[src/rtl/rme_pkg.sv]
`timescale 1ns / 1ps
package rme_pkg;

  localparam int DATA_W     = 16;
  localparam int THR_W      = 15;
  localparam int SUM_W      = 32;
  localparam int SQRT_STEPS = 16;
  localparam int OPND_W     = 17;
  localparam int CORDIC_W   = 34;
  localparam int ANGLE_W    = 26;
  localparam int CORDIC_STEPS = 16;
  localparam int CORDIC_LAT = CORDIC_STEPS + 2;
  localparam int FRAC_SHIFT = 14;
  localparam int OUT_SHIFT  = 9;

  localparam int ELEM_LAT   = SQRT_STEPS + 2;
  localparam int PIPE_LAT   = ELEM_LAT + 1 + CORDIC_LAT;

  localparam logic signed [ANGLE_W-1:0] DEG_180   = 26'sd11796480;
  localparam logic signed [ANGLE_W-1:0] ROUND_OFS = 26'sd256;
  localparam logic signed [DATA_W-1:0]  DEG_LIMIT = 16'sd23040;

  localparam logic signed [ANGLE_W-1:0] ATAN_TABLE [CORDIC_STEPS] = '{
    26'sd2949120, 26'sd1740967, 26'sd919879, 26'sd466945,
    26'sd234379,  26'sd117304,  26'sd58666,  26'sd29335,
    26'sd14668,   26'sd7334,    26'sd3667,   26'sd1833,
    26'sd917,     26'sd458,     26'sd229,    26'sd115
  };

  typedef struct packed {
    logic signed [DATA_W-1:0] e00;
    logic signed [DATA_W-1:0] e10;
    logic signed [DATA_W-1:0] e20;
    logic signed [DATA_W-1:0] e21;
    logic signed [DATA_W-1:0] e22;
    logic signed [DATA_W-1:0] e11;
    logic signed [DATA_W-1:0] e12;
  } elems_t;

endpackage

[src/rtl/rme_cordic.sv]
`timescale 1ns / 1ps
module rme_cordic import rme_pkg::*; (
  input  logic                     clk_i,
  input  logic                     en_i,
  input  logic signed [OPND_W-1:0] y_i,
  input  logic signed [OPND_W-1:0] x_i,
  output logic signed [DATA_W-1:0] angle_o
);

  logic signed [CORDIC_W-1:0] x_q [0:CORDIC_STEPS];
  logic signed [CORDIC_W-1:0] y_q [0:CORDIC_STEPS];
  logic signed [ANGLE_W-1:0]  z_q [0:CORDIC_STEPS];
  logic                       zero_q [0:CORDIC_STEPS];
  logic signed [DATA_W-1:0]   angle_q;

  logic signed [OPND_W:0]     xs, ys, xn, yn;
  logic signed [ANGLE_W-1:0]  base;
  logic signed [ANGLE_W-1:0]  zsum;
  logic signed [ANGLE_W-OUT_SHIFT-1:0] qang;
  logic signed [DATA_W-1:0]   qsat;

  always_comb begin
    xs = {x_i[OPND_W-1], x_i};
    ys = {y_i[OPND_W-1], y_i};
    if (x_i < 0) begin
      xn   = -xs;
      yn   = -ys;
      base = (y_i >= 0) ? DEG_180 : -DEG_180;
    end else begin
      xn   = xs;
      yn   = ys;
      base = '0;
    end
  end

  always_ff @(posedge clk_i) begin
    if (en_i) begin
      x_q[0]    <= CORDIC_W'(xn) <<< FRAC_SHIFT;
      y_q[0]    <= CORDIC_W'(yn) <<< FRAC_SHIFT;
      z_q[0]    <= base;
      zero_q[0] <= (x_i == 0) && (y_i == 0);
    end
  end

  for (genvar i = 0; i < CORDIC_STEPS; i++) begin : g_iter
    always_ff @(posedge clk_i) begin
      if (en_i) begin
        zero_q[i+1] <= zero_q[i];
        if (y_q[i] >= 0) begin
          x_q[i+1] <= x_q[i] + (y_q[i] >>> i);
          y_q[i+1] <= y_q[i] - (x_q[i] >>> i);
          z_q[i+1] <= z_q[i] + ATAN_TABLE[i];
        end else begin
          x_q[i+1] <= x_q[i] - (y_q[i] >>> i);
          y_q[i+1] <= y_q[i] + (x_q[i] >>> i);
          z_q[i+1] <= z_q[i] - ATAN_TABLE[i];
        end
      end
    end
  end

  always_comb begin
    zsum = z_q[CORDIC_STEPS] + ROUND_OFS;
    qang = (ANGLE_W-OUT_SHIFT)'(zsum >>> OUT_SHIFT);
    if (qang > (ANGLE_W-OUT_SHIFT)'(DEG_LIMIT)) begin
      qsat = DEG_LIMIT;
    end else if (qang < -(ANGLE_W-OUT_SHIFT)'(DEG_LIMIT)) begin
      qsat = -DEG_LIMIT;
    end else begin
      qsat = DATA_W'(qang);
    end
  end

  always_ff @(posedge clk_i) begin
    if (en_i) begin
      angle_q <= zero_q[CORDIC_STEPS] ? '0 : qsat;
    end
  end

  assign angle_o = angle_q;

endmodule

[config.mk]
export PLATFORM = sky130hd
export DESIGN_NAME = rme_cordic
export DESIGN_NICKNAME = d
export VERILOG_FILES = /design/src/rtl/rme_pkg.sv /design/src/rtl/rme_cordic.sv
export SDC_FILE = /design/constraint.sdc
export NUM_CORES = 2
export LEC_CHECK = 0
export BUFFER_PORTS_ARGS = -buffer_cell sky130_fd_sc_hd__buf_2
export CORE_MARGIN = 3
export CORE_UTILIZATION = 41
export DETAILED_ROUTE_END_ITERATION = 8
export PLACE_DENSITY = 0.54
export SKIP_LAST_GASP = 1
export SLEW_MARGIN = 20
export SYNTH_ARGS = -nofsm -noshare
export SYNTH_HDL_FRONTEND = slang
export SYNTH_SLANG_ARGS = --single-unit
[constraint.sdc]
create_clock -name clk_i -period 5.3 [get_ports clk_i]
set_input_delay 0.265 -clock clk_i [delete_from_list [all_inputs] [get_ports clk_i]]
set_output_delay 0.265 -clock clk_i [all_outputs]
set_load 0.01 [all_outputs]
---- After elaboration in Yosys (flattened, before gate mapping) ----
Memory sizes are Yosys's and may differ from the RTL's.
Cells that the tools add are included.
cells by class
  $add $sub $neg .......................... 98
  $lt $le $gt $ge ......................... 20
  multiplexer cells ....................... 152
  bitwise gates (word level) .............. 48
  reduce and logical (&&, ||, !) cells .... 5
operator list
  operator               number
  $mux W34               32
  $ge A34 B1 Y1 const B  16
  $mux W26               18
  $mux W1                98
  $add A34 B19 Y34       2
  $add A34 B20 Y34       2
  $add A34 B21 Y34       2
  $add A34 B22 Y34       2
  $add A34 B23 Y34       2
  $add A34 B24 Y34       2
  $add A34 B25 Y34       2
  $add A34 B26 Y34       2
  $add A34 B27 Y34       2
  $add A34 B28 Y34       2
  $add A34 B29 Y34       2
  $add A34 B30 Y34       2
  $add A34 B31 Y34       2
  $add A34 B32 Y34       2
  $add A34 B33 Y34       2
  $sub A34 B19 Y34       2
  $sub A34 B20 Y34       2
  $sub A34 B21 Y34       2
  $sub A34 B22 Y34       2
  $sub A34 B23 Y34       2
  other kinds (57)       119
word-level totals
  register bits ........................... 16
  bits in writable memories ............... 1615
  output and inout port bits .............. 16
  memories ................................ 4
memories
  memory  depth  width  read ports  clocked after Yosys merged registers in  write ports  line              source
  x_q     17     34     16          0                                        17           rme_cordic.sv:10  logic signed [CORDIC_W-1:0] x_q [0:CORDIC_STEPS];
  y_q     17     34     16          0                                        17           rme_cordic.sv:11  logic signed [CORDIC_W-1:0] y_q [0:CORDIC_STEPS];
  z_q     17     26     17          0                                        17           rme_cordic.sv:12  logic signed [ANGLE_W-1:0] z_q [0:CORDIC_STEPS];
  zero_q  17     1      17          0                                        17           rme_cordic.sv:13  logic zero_q [0:CORDIC_STEPS];

---- Depth between registers and ports, before layout ----
An unclocked memory read counts as a cell.
  depth in word-level cells ............... 6
  mapped depth ............................ 22
  gate-level depth less buffers ........... 21

---- Worst setup path after synthesis ----
No wires, ideal clock.
  path kind ............................... input to register
  from .................................... input port en_i
  to ...................................... memory x_q[10][32], data pin
  library setup time ...................... 0.265 ns
  arrival ................................. 4.631 ns
  setup slack ............................. 0.404 ns
  cell stages on the path ................. 21
  path buffers ............................ 5
  path through ............................ buf_6 -> buf_4 -> clkbuf_1 -> clkbuf_1 -> nand2_1 -> clkinv_1 -> buf_1 -> nor2_1 -> xnor2_1 -> ha_1 -> nand2b_1 -> a21boi_0 -> o21ai_0 -> a21oi_1 -> a211o_1 -> a31o_2 -> o41ai_1 -> o21ai_0 -> a41oi_1 -> o21ai_0 -> xor2_1
RTL lines
  what         line              source
  from (decl)  rme_cordic.sv:4   input logic en_i,
  to (decl)    rme_cordic.sv:10

==> impl_metrics.toml <==
[status]
outcome = "finished clean"

[die]
coreArea_um2 = 260000
die-area_um2 = 268000
rows = 187
start_util = 0.412
io_pins = 52
die_h_um = 517
die_w_um = 517

[logic_synthesis]
synth-seq-cells = 1269
yosysSeqAreaShare = 0.356
synth_top_family_by_area = "compound AO/OA/AOI/OAI gates"
syn_nets = 12600
async_flop_share = 0
syn_inst = 11300
synth.distinct_cells = 107
yosysTopAreaCell = "edfxtp_1"
synth_edf_count = 1269
synth-simple-area-share = 0.138
yosys_warnings = 0
netlist_area_um2 = 107000
synthMuxAreaShare = 0.00476
yosys.area_share.adder = 0.149
synth_top_flop_cell = "edfxtp_1"
synth_area_per_cell_um2 = 9.50
synth_xor_area_frac = 0.131
synth_compound_area_frac = 0.197
synthTopCellsByArea = "edfxtp_1 36%, ha_1 14%, xnor2_1 8.6%, a21oi_1 4.8%, xor2_1 4.4%"
yosysTopAreaCellShare = 0.356

[grt]
grt.total_usage = 0.220
grt_pass1_vias = 81000
overflow = 0
grt_max_degree = 157
grt_pass1_wl_um = 468000
antenna_found_initial = 7

[timing]
final-setup-viol-count = 0
finalCriticalPeriod_ns = 5.00
grt_setup_unrepaired = "false"
drv_slew = 0
setup-tns-final_ns = 0
tightest_slew_ns = 1.07
fmax_ghz = 0.200
hold_viol = 0
relSlewSlack = 0.281
finClkSkew_ns = 0.0521
fin_crit_sh = 0.944

[drt]
ant_nets = 0
drtIter0Drc = 6347
vias_per_cell = 5.63
wl_per_cell_um = 20.1
dr.pass1.iters = 8
num_vias = 85100
wirelength_um = 304000
drc = 0

[critical_path]
crit_required_ns = 5.89
worst-setup-path-type = "flip-flop to flip-flop"
endpoint_kind = "flip-flop"
cp_max_fo = 7
worstSetupStartpointType = "flip-flop"
cp.arrival_ns = 5.59

[cts]
cts.clk_slew.worst_paths_ns = 0.06
htree_levels = 4
cts_sinks = 1269
cts_buffer_depth = 4
cts_tree = "built"
clk-insertion-delay-late_ns = 0.83
cts_root_buffer = "clkbuf_16"
numCtsBuffers = 167
post_cts_buffers = 0

[worst_hold_path]
hold_class = "input port to flip-flop"

[cells_and_area]
drive_gt1_frac = 0.0508
fill_cells = 24700
final_cell_mix = "1269 x edfxtp_1, 1219 x ha_1, 1057 x xnor2_1, 1023 x a21oi_1, 896 x nor2_1"
syn_to_final_growth_pct = 10.3
layout_commonest_cell = "edfxtp_1"
fin_nets = 12800

[placed_design]
io_buffer_count = 51
hpwl_um = 242000
gp_congestion = 0.927

[job]
cap_violations = 0
registers in the layout (all words and copies together) (netlist names):
name	flops
angle_o	16
x_q	430
zero_q	17
y_q	440
z_q	366
worst paths after layout:
kind	startpoint	end	slack, ns	depth (start not counted)
worst min-delay path	y_i[0]	y_q[0][14]	0.18	2
worst max register to register	x_q[12][16]	y_q[13][33]	0.30	19
worst max-delay path	x_q[12][16]	y_q[13][33]	0.30	19
worst min register to register	zero_q[0][0]	zero_q[0][1]	0.41	0
stage by stage:
step           cells  hold WS, ns  setup slack, ns  cell area (um^2)  utilization
2_1_floorplan  11300        0.364            0.404            107000            -
3_3_place_gp   14800        0.402            0.135            112000        0.432
3_5_place_dp   14800        0.405            0.128            112000        0.432
4_1_cts        15100        0.103            0.132            118000        0.454
5_1_grt        15100        0.149          0.00736            118000        0.455
6_report       15100        0.181            0.299            118000        0.455
logic make-up (layout without fill, tap and decap cells):
group                      after synthesis  after routing
muxes                                   49             49
AOI/OAI and AO/OA                     3303           3303
buffers and inverters                  741           1084
and+or+nand+nor                       3067           3067
adders and majority gates             1253           1253
xor gates and xnor gates              1596           1596
DFF                                   1269           1269
other                                    1              4
synth_stat cells, types with 47 or more instances:
cell      count
inv_1       543
o211ai_1     47
o31ai_1     144
nand4_1      64
nand2_1     744
o41ai_1      60
nand3_1     203
o21bai_1    141
and2_1       52
clkbuf_1    154
a211oi_1    100
nor4_1       83
edfxtp_1   1269
o21ai_0     661
or4_1        48
nor2_1      896
a21o_1      451
xnor2_1    1057
o21a_1      172
nor3_1      299
or3_1        75
and3_1      107
a31oi_1      97
a21oi_1    1023
nand2b_1    178
nor2b_1     178
ha_1       1219
a21boi_0     59
xor2_1      537
cell type report:
type | count | area [um^2] | area share
Antenna cell | 3 | 7.51 | 0.0000635
Multi-Input combinational cell | 9269 | 66300 | 0.561
Inverter | 552 | 2070 | 0.0176
Sequential cell | 1269 | 38100 | 0.322
Clock buffer | 197 | 4380 | 0.0370
Tap cell | 3496 | 4370 | 0.0370
Timing Repair Buffer | 245 | 1970 | 0.0166
Clock inverter | 90 | 938 | 0.00794
critical path: stages (launching register included):
cell and delay (ns):
edfxtp_1 0.51, nor4_1 0.38, nand2b_1 0.11, or2_2 0.32, nor3_1 0.16, nand3b_1 0.16
nor4_2 0.44, nor2_1 0.10, xor2_1 0.17, ha_1 0.40, nand3_1 0.17, nor2_1 0.07
a221oi_1 0.25, nand2_1 0.08, a31oi_1 0.43, o211ai_1 0.21, nand4_1 0.21, a21oi_1 0.11
o22ai_1 0.25, xnor2_1 0.26
layer usage:
metal	global-route usage	vias to the layer above	part of all wire	wire, um
met3	0.0228	415	0.043	13000
met5	0	-	0.000023	7
met2	0.358	1910	0.45	138000
met1	0.306	40700	0.47	143000
li1	-	42100	-	-
met4	0.0704	2	0.034	10200
what timing repair did:
item	CTS	global route
setup endpoints to repair	0	17
endpoints found under the hold margin	50	0
gates resized for setup	0	12
hold buffers	53	0
Power is left out: the tool's default activity adds up to more than one toggle a clock period on the data nets, which glitch-free logic cannot reach.
