File: config.mk
export PLATFORM = sky130hd
export DESIGN_NAME = rme_isqrt
export DESIGN_NICKNAME = d
export VERILOG_FILES = /design/src/rtl/rme_pkg.sv /design/src/rtl/rme_isqrt.sv
export SDC_FILE = /design/constraint.sdc
export NUM_CORES = 1
export LEC_CHECK = 0
export BUFFER_PORTS_ARGS = -buffer_cell sky130_fd_sc_hd__buf_2
export CELL_PAD_IN_SITES_DETAIL_PLACEMENT = 0
export CELL_PAD_IN_SITES_GLOBAL_PLACEMENT = 1
export CORE_UTILIZATION = 53
export CTS_CLUSTER_SIZE = 10
export DETAILED_ROUTE_END_ITERATION = 8
export GPL_ROUTABILITY_DRIVEN = 0
export PLACE_DENSITY_LB_ADDON = 0.1
export SYNTH_ARGS = -nofsm -noshare
export SYNTH_HDL_FRONTEND = slang
export SYNTH_SLANG_ARGS = --single-unit
File: constraint.sdc
create_clock -name clk_i -period 3.95 [get_ports clk_i]
set_input_delay 0.1975 -clock clk_i [delete_from_list [all_inputs] [get_ports clk_i]]
set_output_delay 0.1975 -clock clk_i [all_outputs]
set_load 0.02 [all_outputs]
File: src/rtl/rme_pkg.sv
`timescale 1ns / 1ps
package rme_pkg;

  localparam int DATA_W     = 16;
  localparam int THR_W      = 15;
  localparam int SUM_W      = 32;
  localparam int SQRT_STEPS = 16;
  localparam int OPND_W     = 17;
  localparam int CORDIC_W   = 34;
  localparam int ANGLE_W    = 26;
  localparam int CORDIC_STEPS = 16;
  localparam int CORDIC_LAT = CORDIC_STEPS + 2;
  localparam int FRAC_SHIFT = 14;
  localparam int OUT_SHIFT  = 9;

  localparam int ELEM_LAT   = SQRT_STEPS + 2;
  localparam int PIPE_LAT   = ELEM_LAT + 1 + CORDIC_LAT;

  localparam logic signed [ANGLE_W-1:0] DEG_180   = 26'sd11796480;
  localparam logic signed [ANGLE_W-1:0] ROUND_OFS = 26'sd256;
  localparam logic signed [DATA_W-1:0]  DEG_LIMIT = 16'sd23040;

  localparam logic signed [ANGLE_W-1:0] ATAN_TABLE [CORDIC_STEPS] = '{
    26'sd2949120, 26'sd1740967, 26'sd919879, 26'sd466945,
    26'sd234379,  26'sd117304,  26'sd58666,  26'sd29335,
    26'sd14668,   26'sd7334,    26'sd3667,   26'sd1833,
    26'sd917,     26'sd458,     26'sd229,    26'sd115
  };

  typedef struct packed {
    logic signed [DATA_W-1:0] e00;
    logic signed [DATA_W-1:0] e10;
    logic signed [DATA_W-1:0] e20;
    logic signed [DATA_W-1:0] e21;
    logic signed [DATA_W-1:0] e22;
    logic signed [DATA_W-1:0] e11;
    logic signed [DATA_W-1:0] e12;
  } elems_t;

endpackage

File: src/rtl/rme_isqrt.sv
`timescale 1ns / 1ps
module rme_isqrt import rme_pkg::*; (
  input  logic              clk_i,
  input  logic              en_i,
  input  logic [SUM_W-1:0]  radicand_i,
  output logic [DATA_W-1:0] root_o
);

  logic [SUM_W-1:0] rem_q  [0:SQRT_STEPS-1];
  logic [SUM_W-1:0] root_q [0:SQRT_STEPS-1];

  for (genvar k = 0; k < SQRT_STEPS; k++) begin : g_step
    localparam logic [SUM_W-1:0] Bit = SUM_W'(1) << (SUM_W - 2 - 2 * k);
    logic [SUM_W-1:0] rem_in, root_in, trial;

    if (k == 0) begin : g_first
      assign rem_in  = radicand_i;
      assign root_in = '0;
    end else begin : g_next
      assign rem_in  = rem_q[k-1];
      assign root_in = root_q[k-1];
    end

    assign trial = root_in + Bit;

    always_ff @(posedge clk_i) begin
      if (en_i) begin
        if (rem_in >= trial) begin
          rem_q[k]  <= rem_in - trial;
          root_q[k] <= (root_in >> 1) + Bit;
        end else begin
          rem_q[k]  <= rem_in;
          root_q[k] <= root_in >> 1;
        end
      end
    end
  end

  assign root_o = root_q[SQRT_STEPS-1][DATA_W-1:0];

endmodule

==> Yosys cells after proc, flatten, opt, wreduce, memory -nomap -nowiden <==
Memories as Yosys holds them, arrays and structs flattened.
Index checks and enable logic that the tools add are counted.
{ "totals": {"ram_bits": 1024, "out_inout_bits": 16, "regBits": 0, "input_bits": 34, "mem_count": 2, "wordCells": 224} }
{ "classes": {"bitwise": 32, "n_lt_le_gt_ge": 16, "add_sub_neg": 46, "muxes": 128} }
{ "mem_list": {"columns": ["name", "depth", "word_bits", "rd", "rd_ports_with_merged_regs", "write_ports", "line", "text"], "rows": [
  ["rem_q", 16, 32, 15, 0, 16, "rme_isqrt.sv:9", "logic [SUM_W-1:0] rem_q [0:SQRT_STEPS-1];"],
  ["root_q", 16, 32, 16, 0, 16, "rme_isqrt.sv:10", "logic [SUM_W-1:0] root_q [0:SQRT_STEPS-1];"]
]} }
{ "ops": {"columns": ["cell", "count"], "rows": [
  ["32-bit 2-to-1 mux", 32],
  ["32-bit >= comparator", 15],
  ["32-bit subtractor", 15],
  ["1-bit 2-to-1 mux", 96],
  ["31-bit by 1-bit adder with 32-bit output (second input constant)", 1],
  ["31-bit by 11-bit adder with 32-bit output (second input constant)", 1],
  ["31-bit by 13-bit adder with 32-bit output (second input constant)", 1],
  ["31-bit by 15-bit adder with 32-bit output (second input constant)", 1],
  ["31-bit by 17-bit adder with 32-bit output (second input constant)", 1],
  ["31-bit by 19-bit adder with 32-bit output (second input constant)", 1],
  ["31-bit by 21-bit adder with 32-bit output (second input constant)", 1],
  ["31-bit by 23-bit adder with 32-bit output (second input constant)", 1],
  ["31-bit by 25-bit adder with 32-bit output (second input constant)", 1],
  ["31-bit by 27-bit adder with 32-bit output (second input constant)", 1],
  ["31-bit by 29-bit adder with 32-bit output (second input constant)", 1],
  ["31-bit by 3-bit adder with 32-bit output (second input constant)", 1],
  ["31-bit by 5-bit adder with 32-bit output (second input constant)", 1],
  ["31-bit by 7-bit adder with 32-bit output (second input constant)", 1],
  ["31-bit by 9-bit adder with 32-bit output (second input constant)", 1],
  ["32-bit by 1-bit adder with 32-bit output (second input constant)", 1],
  ["32-bit by 11-bit adder with 32-bit output (second input constant)", 1],
  ["32-bit by 13-bit adder with 32-bit output (second input constant)", 1],
  ["32-bit by 15-bit adder with 32-bit output (second input constant)", 1],
  ["32-bit by 17-bit adder with 32-bit output (second input constant)", 1],
  ["other kinds (13)", 44]
]} }

==> Logic depth before layout (Yosys ltp) <==
Gate-level depths: netlist of run 1.
An unclocked memory read counts as a cell.
{ "logic_depth": {"ltp_word": 7, "ltp_mapped": 12} }

==> Worst setup path before layout of run 1 <==
Ideal clock, no wire load.
{ "synth_path": {"path_kind": "reg-to-reg", "startpoint": "memory rem_q[12][9] (netlist: rem_q[1][137])", "endpoint": "memory rem_q[13][26] (netlist: rem_q[1][186]), data pin", "setup_slack_ns": 0.926, "period_less_slack_ns": 3.024, "stages_incl_launch_ff": 9, "setup_time_ns": 0.259, "t_arrival_ns": 2.764, "path_buffers": 0, "cell_sequence": "edfxtp_1 > ha_1 > a21o_1 > a21o_1 > a221oi_1 > o21ai_0 > a311oi_1 > nand3_1 > xnor2_1"} }
{ "synth_rtl": {"columns": ["element", "line"], "rows": [
  ["start, declared", "rme_isqrt.sv:9"]
]} }

==> results of run 1 <==
stage by stage:
step	setup WS [ps]	instance area, um2	util, %	instances
2_1_floorplan	926	29000	-	2262
3_3_place_gp	539	30200	55.9	2984
3_5_place_dp	463	30200	55.9	2984
4_1_cts	431	32500	60.1	3110
5_1_grt	327	32500	60.1	3110
6_report	424	32500	60.1	3110
registers in the layout (all words and copies together), names as in the netlist:
name    flops
rem_q     480
root_q    136
layout make-up:
cell class | instances | share of cell area, %
Clock buffer | 81 | 5.72
Sequential cell | 616 | 56.9
Inverter | 175 | 2.02
Clock inverter | 12 | 0.327
Timing Repair Buffer | 106 | 2.43
Multi-Input combinational cell | 1424 | 29.9
Tap cell | 696 | 2.68
cell usage after synthesis, types with 3 or more instances:
library cell	count
inv_1	175
or2_2	5
ha_1	150
edfxtp_1	616
xor2_1	101
o211a_1	3
mux2_2	18
or4_1	8
nor2b_1	17
and3_1	11
nand4_1	26
nor3b_1	9
a41oi_1	4
nor4b_1	15
nand3b_1	7
o31a_1	3
nand2b_1	32
a2111oi_0	9
a21boi_0	9
nor4bb_1	3
clkbuf_1	42
nand3_1	34
and4b_1	3
o21ai_0	120
o21bai_1	8
nor3_1	60
mux2i_1	4
o211ai_1	12
o21a_1	27
nor4_1	78
or3b_2	4
nor2_1	139
and4_1	8
o2111ai_1	3
or3_1	12
xnor2_1	101
o31ai_1	8
nand2_1	163
nand4b_1	9
a211oi_1	14
a21o_1	33
a21oi_1	123
a31oi_1	4
routing by layer:
metal	share of wire [%]	wire length, um	up-vias
met5	0	0	-
met4	2.6	1570	0
met3	2.8	1680	94
met2	52	31300	277
met1	42	25500	8681
li1	-	-	8661
cells by family (layout without fill, tap and decap cells):
group                    count (synthesis)  after routing
XOR/XNOR                               202            202
buffers and inverters                  222            374
AO/OA/AOI/OAI                          398            398
flip-flops                             616            616
multiplexers                            22             22
adder cells (fa/ha/maj)                150            150
AND/OR/NAND/NOR                        652            652
worst max-delay path by stage:
stage                          to          start  cells past startpoint  slack, ps
floorplan           rem_q[1][186]  rem_q[1][137]                      8        930
global placement     rem_q[1][63]   rem_q[1][15]                      9        540
detailed placement   rem_q[1][59]   rem_q[1][15]                      9        460
CTS                  rem_q[1][59]   rem_q[1][15]                      9        430
global route        rem_q[1][143]  rem_q[1][107]                      8        330
finish               rem_q[1][59]   rem_q[1][15]                      9        420
report_power, final:
group          switching [W]  total, W  internal [W]
Clock                0.00244   0.00576       0.00332
Sequential          0.000558   0.00871       0.00816
Combinational        0.00143   0.00253       0.00109
Total                0.00444    0.0170        0.0126
critical path, cell delays in order (launching register included):
cell and delay, ps:
edfxtp_1 400, ha_1 410, nand3_1 150, nor4_1 620
nand4_1 310, and4_1 300, o211a_1 140, or3b_2 510
nor4_1 260, xor2_1 150
==> reports/qor.txt, run 1 <==
total wire length = 60000 um
Mean Syn Cell Area = 12.8 um2
Tcrit/Tclk final = 89.3%
async set or reset register ratio after synthesis = 0%
status = complete, no violations
critical path capture point type = flip-flop
hold buffers post-CTS = 33
starting density of the core = 53.7%
first-pass GRT wire length = 94600 um
total core area = 0.0540 mm2
Vias = 17700
Final Slew Violations = 0
grt peak-use layer = met2
antenna cells = 0
Final Hold Viols = 0
area leader, netlist = edfxtp_1
Die Width = 236 um
final hold slack = 332 ps
cts repair resizes = 0
dpl hpwl = 44000 um
fmax = 284 MHz
share of cells above drive strength 1 = 7.91%
GR Util met1 = 26.4%
final setup fails = 0
Crit Path Max Fanout = 6
Peak VDD IR = 0.460 mV
crit start category = flip-flop
commonest cells after routing, fill and taps aside = edfxtp_1, inv_1, nand2_1
WHS Path Cells = 2
mux contribution to synthesized area = 0.836%
PwrDens = 523 mW/mm2
M3 GR Usage = 3.08%
Vias/cell = 5.70
Worst Hold Path EP = rem_q[0][17]
Synth Area in Simple Gates = 11.6%
reg2reg path depth = 9
Final Net Count = 2580
largest net degree at the start of global routing = 131
Worst EP arrival = 3840 ps
flops & latches, synth = 616
Post-Syn Area = 0.0290 mm2
ys flop type = edfxtp_1
worst skew pair latency = 600 ps
Iteration-0 DRC Markers = 1078
Synth Area in Adders = 6.46%
num rows = 85
GRT met2 Usage = 40.0%
r2r startpoint = rem_q[1][15]
Clock Sinks = 616
clk_skew = 11.2 ps
largest family of logic cells by synthesized area = simple AND/OR/NAND/NOR gates
Tot Pwr = 0.0170 W
slew margin rel. = 39.2%
total track usage = 21.9%
drt pass-1 iters = 5
Port Buf Inserts = 49
EDFF count, synth = 616
Synth Area in XOR/XNOR = 6.09%
multi-input logic area = 0.00971 mm2
most common cell after layout, fill and taps aside = edfxtp_1
die area = 0.0557 mm2
WL/cell = 19.3 um
Post-CTS Setup Inserts = 0
initial antenna violation count = 0
Cell variety after synth = 67
FF-to-FF End = rem_q[1][59]
CTS tree = done
r2r setup slk = 420 ps
Register Area = 0.0185 mm2
HP Start = radicand_i[17]
Synth area leaders = edfxtp_1, ha_1, xnor2_1, xor2_1, inv_1
Synth Net Count = 2446
die height = 236 um
P&R area growth vs syn = 11.9%
H-tree levels = 3
Final Critical Period = 3530 ps
Routed Antenna Nets = 0
vias in the first global route = 17600
total CTS buffers = 73
Fin Setup TNS = 0 ps
Seq/Total Area, Yosys = 63.7%
CTS max path bufs = 3
maxcap violations = 0
top-area cell type share of the netlist area = 63.7%
CTS Root Cell = clkbuf_16
worst hold-check path type = in -> reg
Synth Area in Compound Gates = 8.34%
Residual DRC = 0
critical path class = reg -> reg
synth warn = 0
Overflow after GRT = 0
I/O Pins = 50
Gate Count Post-Synth = 2262
Req. time, crit path = 4270 ps
Worst-path clk slew = 50 ps
FILL cells = 4227
Worst-Margin Slew = 911 ps
LEAKAGE = 12.2 nW
RSZ-0062 raised after global routing = no
(Power assumes the default switching activity.)
==> run 2: changes to the inputs <==
CORE_MARGIN = 10   (was not set)
CORE_UTILIZATION = 55   (was 53)
MAX_ROUTING_LAYER = met4   (was not set)
clock period = 4.32 ns   (was 3.95 ns; I/O delays follow)
==> run 2 against run 1 <==
Sequential share of layout area decreased by 0.059 points. Critical path type unchanged. Maximum frequency is 1.5% higher. Combinational power fell by 8.7%. Total power down 7.7%.
==> reports/qor.txt, run 2 (synthesis results as in run 1) <==
GR Util met1 = 23.7% (was 26.4%)
M3 GR Usage = 3.18% (was 3.08%)
Final Net Count = 2577 (was 2580)
Worst-path clk slew = 60 ps (was 50 ps)
fin util = 62.0% (was 60.1%)
total core area = 0.0524 mm2 (was 0.0540 mm2)
Fin Setup TNS = 0 ps (unchanged)
die height = 250 um (was 236 um)
clk_skew = 22.1 ps (was 11.2 ps)
Peak VDD IR = 0.554 mV (was 0.460 mV)
critical path capture point type = flip-flop (unchanged)
Overflow after GRT = 0 (unchanged)
slew margin rel. = 33.8% (was 39.2%)
grt peak-use layer = met2 (unchanged)
LEAKAGE = 12.2 nW (about the same)
maxcap violations = 0 (unchanged)
RSZ-0062 raised after global routing = no (unchanged)
die area = 0.0624 mm2 (was 0.0557 mm2)
Iteration-0 DRC Markers = 1237 (was 1078)
first-pass GRT wire length = 96600 um (was 94600 um)
final hold slack = 99.3 ps (was 332 ps)
CP Cell Sequence = ha_1 > nand3_1 > nor4_1 > nand4_1 > and4_1 > o211a_1 > or3b_2 > nor4_1 > xor2_1 (unchanged)
critical-path cell with the highest stage delay = or3b_2 (was nor4_1)
final setup fails = 0 (unchanged)
I/O Pins = 50 (unchanged)
P&R area growth vs syn = 12.0% (was 11.9%)
num rows = 84 (was 85)
FILL cells = 3978 (was 4227)
Req. time, crit path = 4660 ps (was 4270 ps)
design area = 0.0325 mm2 (about the same)
WL/cell = 19.6 um (was 19.3 um)
largest net degree at the start of global routing = 115 (was 131)
Port Buf Inserts = 49 (unchanged)
vias in the first global route = 17700 (was 17600)
CP dominant cell by count = nor4_1 (unchanged)
Worst EP arrival = 3810 ps (was 3840 ps)
crit start category = flip-flop (unchanged)
Comb power frac = 14.7% (was 14.9%)
GRT met2 Usage = 33.9% (was 40.0%)
most common cell after layout, fill and taps aside = edfxtp_1 (unchanged)
Crit Path Max Fanout = 21 (was 6)
Final Hold Viols = 0 (unchanged)
Clk network pwr share = 34.4% (was 33.9%)
worst skew pair latency = 620 ps (was 600 ps)
max reg flops = 480 (unchanged)
switching power total = 0.00413 W (was 0.00444 W)
CTS max path bufs = 3 (unchanged)
HP Start = en_i (was radicand_i[17])
Tcrit/Tclk final = 80.4% (was 89.3%)
drt pass-1 iters = 5 (unchanged)
Largest stage delay, worst path = 610 ps (was 620 ps)
Clock Sinks = 616 (unchanged)
Largest Register = rem_q (unchanged)
starting density of the core = 55.4% (was 53.7%)
status = complete, no violations (unchanged)
switching fraction of total power = 26.3% (was 26.1%)
Sequential Power Share = 50.8% (was 51.2%)
dpl hpwl = 44100 um (was 44000 um)
Post-CTS Setup Inserts = 0 (unchanged)
Vias = 17800 (was 17700)
initial antenna violation count = 1 (was 0)
Tot Pwr = 0.0157 W (was 0.0170 W)
Final Slew Violations = 0 (unchanged)
total CTS buffers = 73 (unchanged)
internal power = 0.0116 W (was 0.0126 W)
Worst Setup SP = rem_q[1][15] (unchanged)
fmax = 288 MHz (was 284 MHz)
share of cells above drive strength 1 = 7.84% (was 7.91%)
Die Width = 250 um (was 236 um)
hold buffers post-CTS = 32 (was 33)
worst hold-check path type = in -> reg (unchanged)
commonest cells after routing, fill and taps aside = edfxtp_1, inv_1, nand2_1 (unchanged)
critical path class = reg -> reg (unchanged)
r2r startpoint = rem_q[1][15] (unchanged)
cell family with most CP delay = simple AND/OR/NAND/NOR gates (unchanged)
Routed Antenna Nets = 0 (unchanged)
total track usage = 19.9% (was 21.9%)
biggest regs = rem_q (480), root_q (136) (unchanged)
Final Critical Period = 3470 ps (was 3530 ps)
Residual DRC = 0 (unchanged)
cts repair resizes = 0 (unchanged)
total wire length = 60800 um (was 60000 um)
WP buf/inv = 0 (unchanged)
Register Area = 0.0185 mm2 (unchanged)
CTS tree = done (unchanged)
CTS Root Cell = clkbuf_16 (unchanged)
PwrDens = 483 mW/mm2 (was 523 mW/mm2)
area post-placement = 0.0302 mm2 (about the same)
H-tree levels = 3 (unchanged)
Worst-Margin Slew = 980 ps (was 911 ps)
Vias/cell = 5.74 (was 5.70)
multi-input logic area = 0.00971 mm2 (unchanged)
==> run 2: metrics by stage <==
step,setup WS [ps],cells
finish,847,3101
detailed placement,803,2974
floorplan,1300,2262
global route,601,3101
global placement,931,2974
CTS,781,3100
==> run 2: area by class of cell <==
| type | count | share of cell area, % |
|---|---|---|
| tap | 688 | 2.65 |
| multi-input combinational | 1424 | 29.8 |
| timing repair buffer | 103 | 2.32 |
| clock buffer | 81 | 5.71 |
| antenna | 1 | 0.00769 |
| clock inverter | 13 | 0.569 |
| sequential | 616 | 56.9 |
| inverter | 175 | 2.02 |
==> run 2: power groups by stage <==
| stage | Combinational, W | Clock [W] | Sequential, W |
|---|---|---|---|
| CTS | 0.00232 | 0.00554 | 0.00799 |
| finish | 0.00231 | 0.00540 | 0.00798 |
| floorplan | 0.00177 | 0 | 0.00786 |
| detailed placement | 0.00228 | 0 | 0.00810 |
| global placement | 0.00225 | 0 | 0.00810 |
| global route | 0.00260 | 0.00577 | 0.00805 |
==> run 2: final timing paths <==
kind / end / slack, ps / depth (start not counted)
hold reg to reg: rem_q[0][239] / 430 / 0
hold / removal: rem_q[1][147] / 100 / 1
setup reg to reg: rem_q[1][63] / 850 / 9
setup / recovery: rem_q[1][63] / 850 / 9
==> run 2: metal layers <==
metal / part of all wire [%] / vias to the layer above / routed length [um]
met1: 42 / 8671 / 25600
met4: 2.7 / 0 / 1620
met5: 0 / - / 0
li1: - / 8660 / -
met3: 4.0 / 105 / 2430
met2: 51 / 379 / 31200
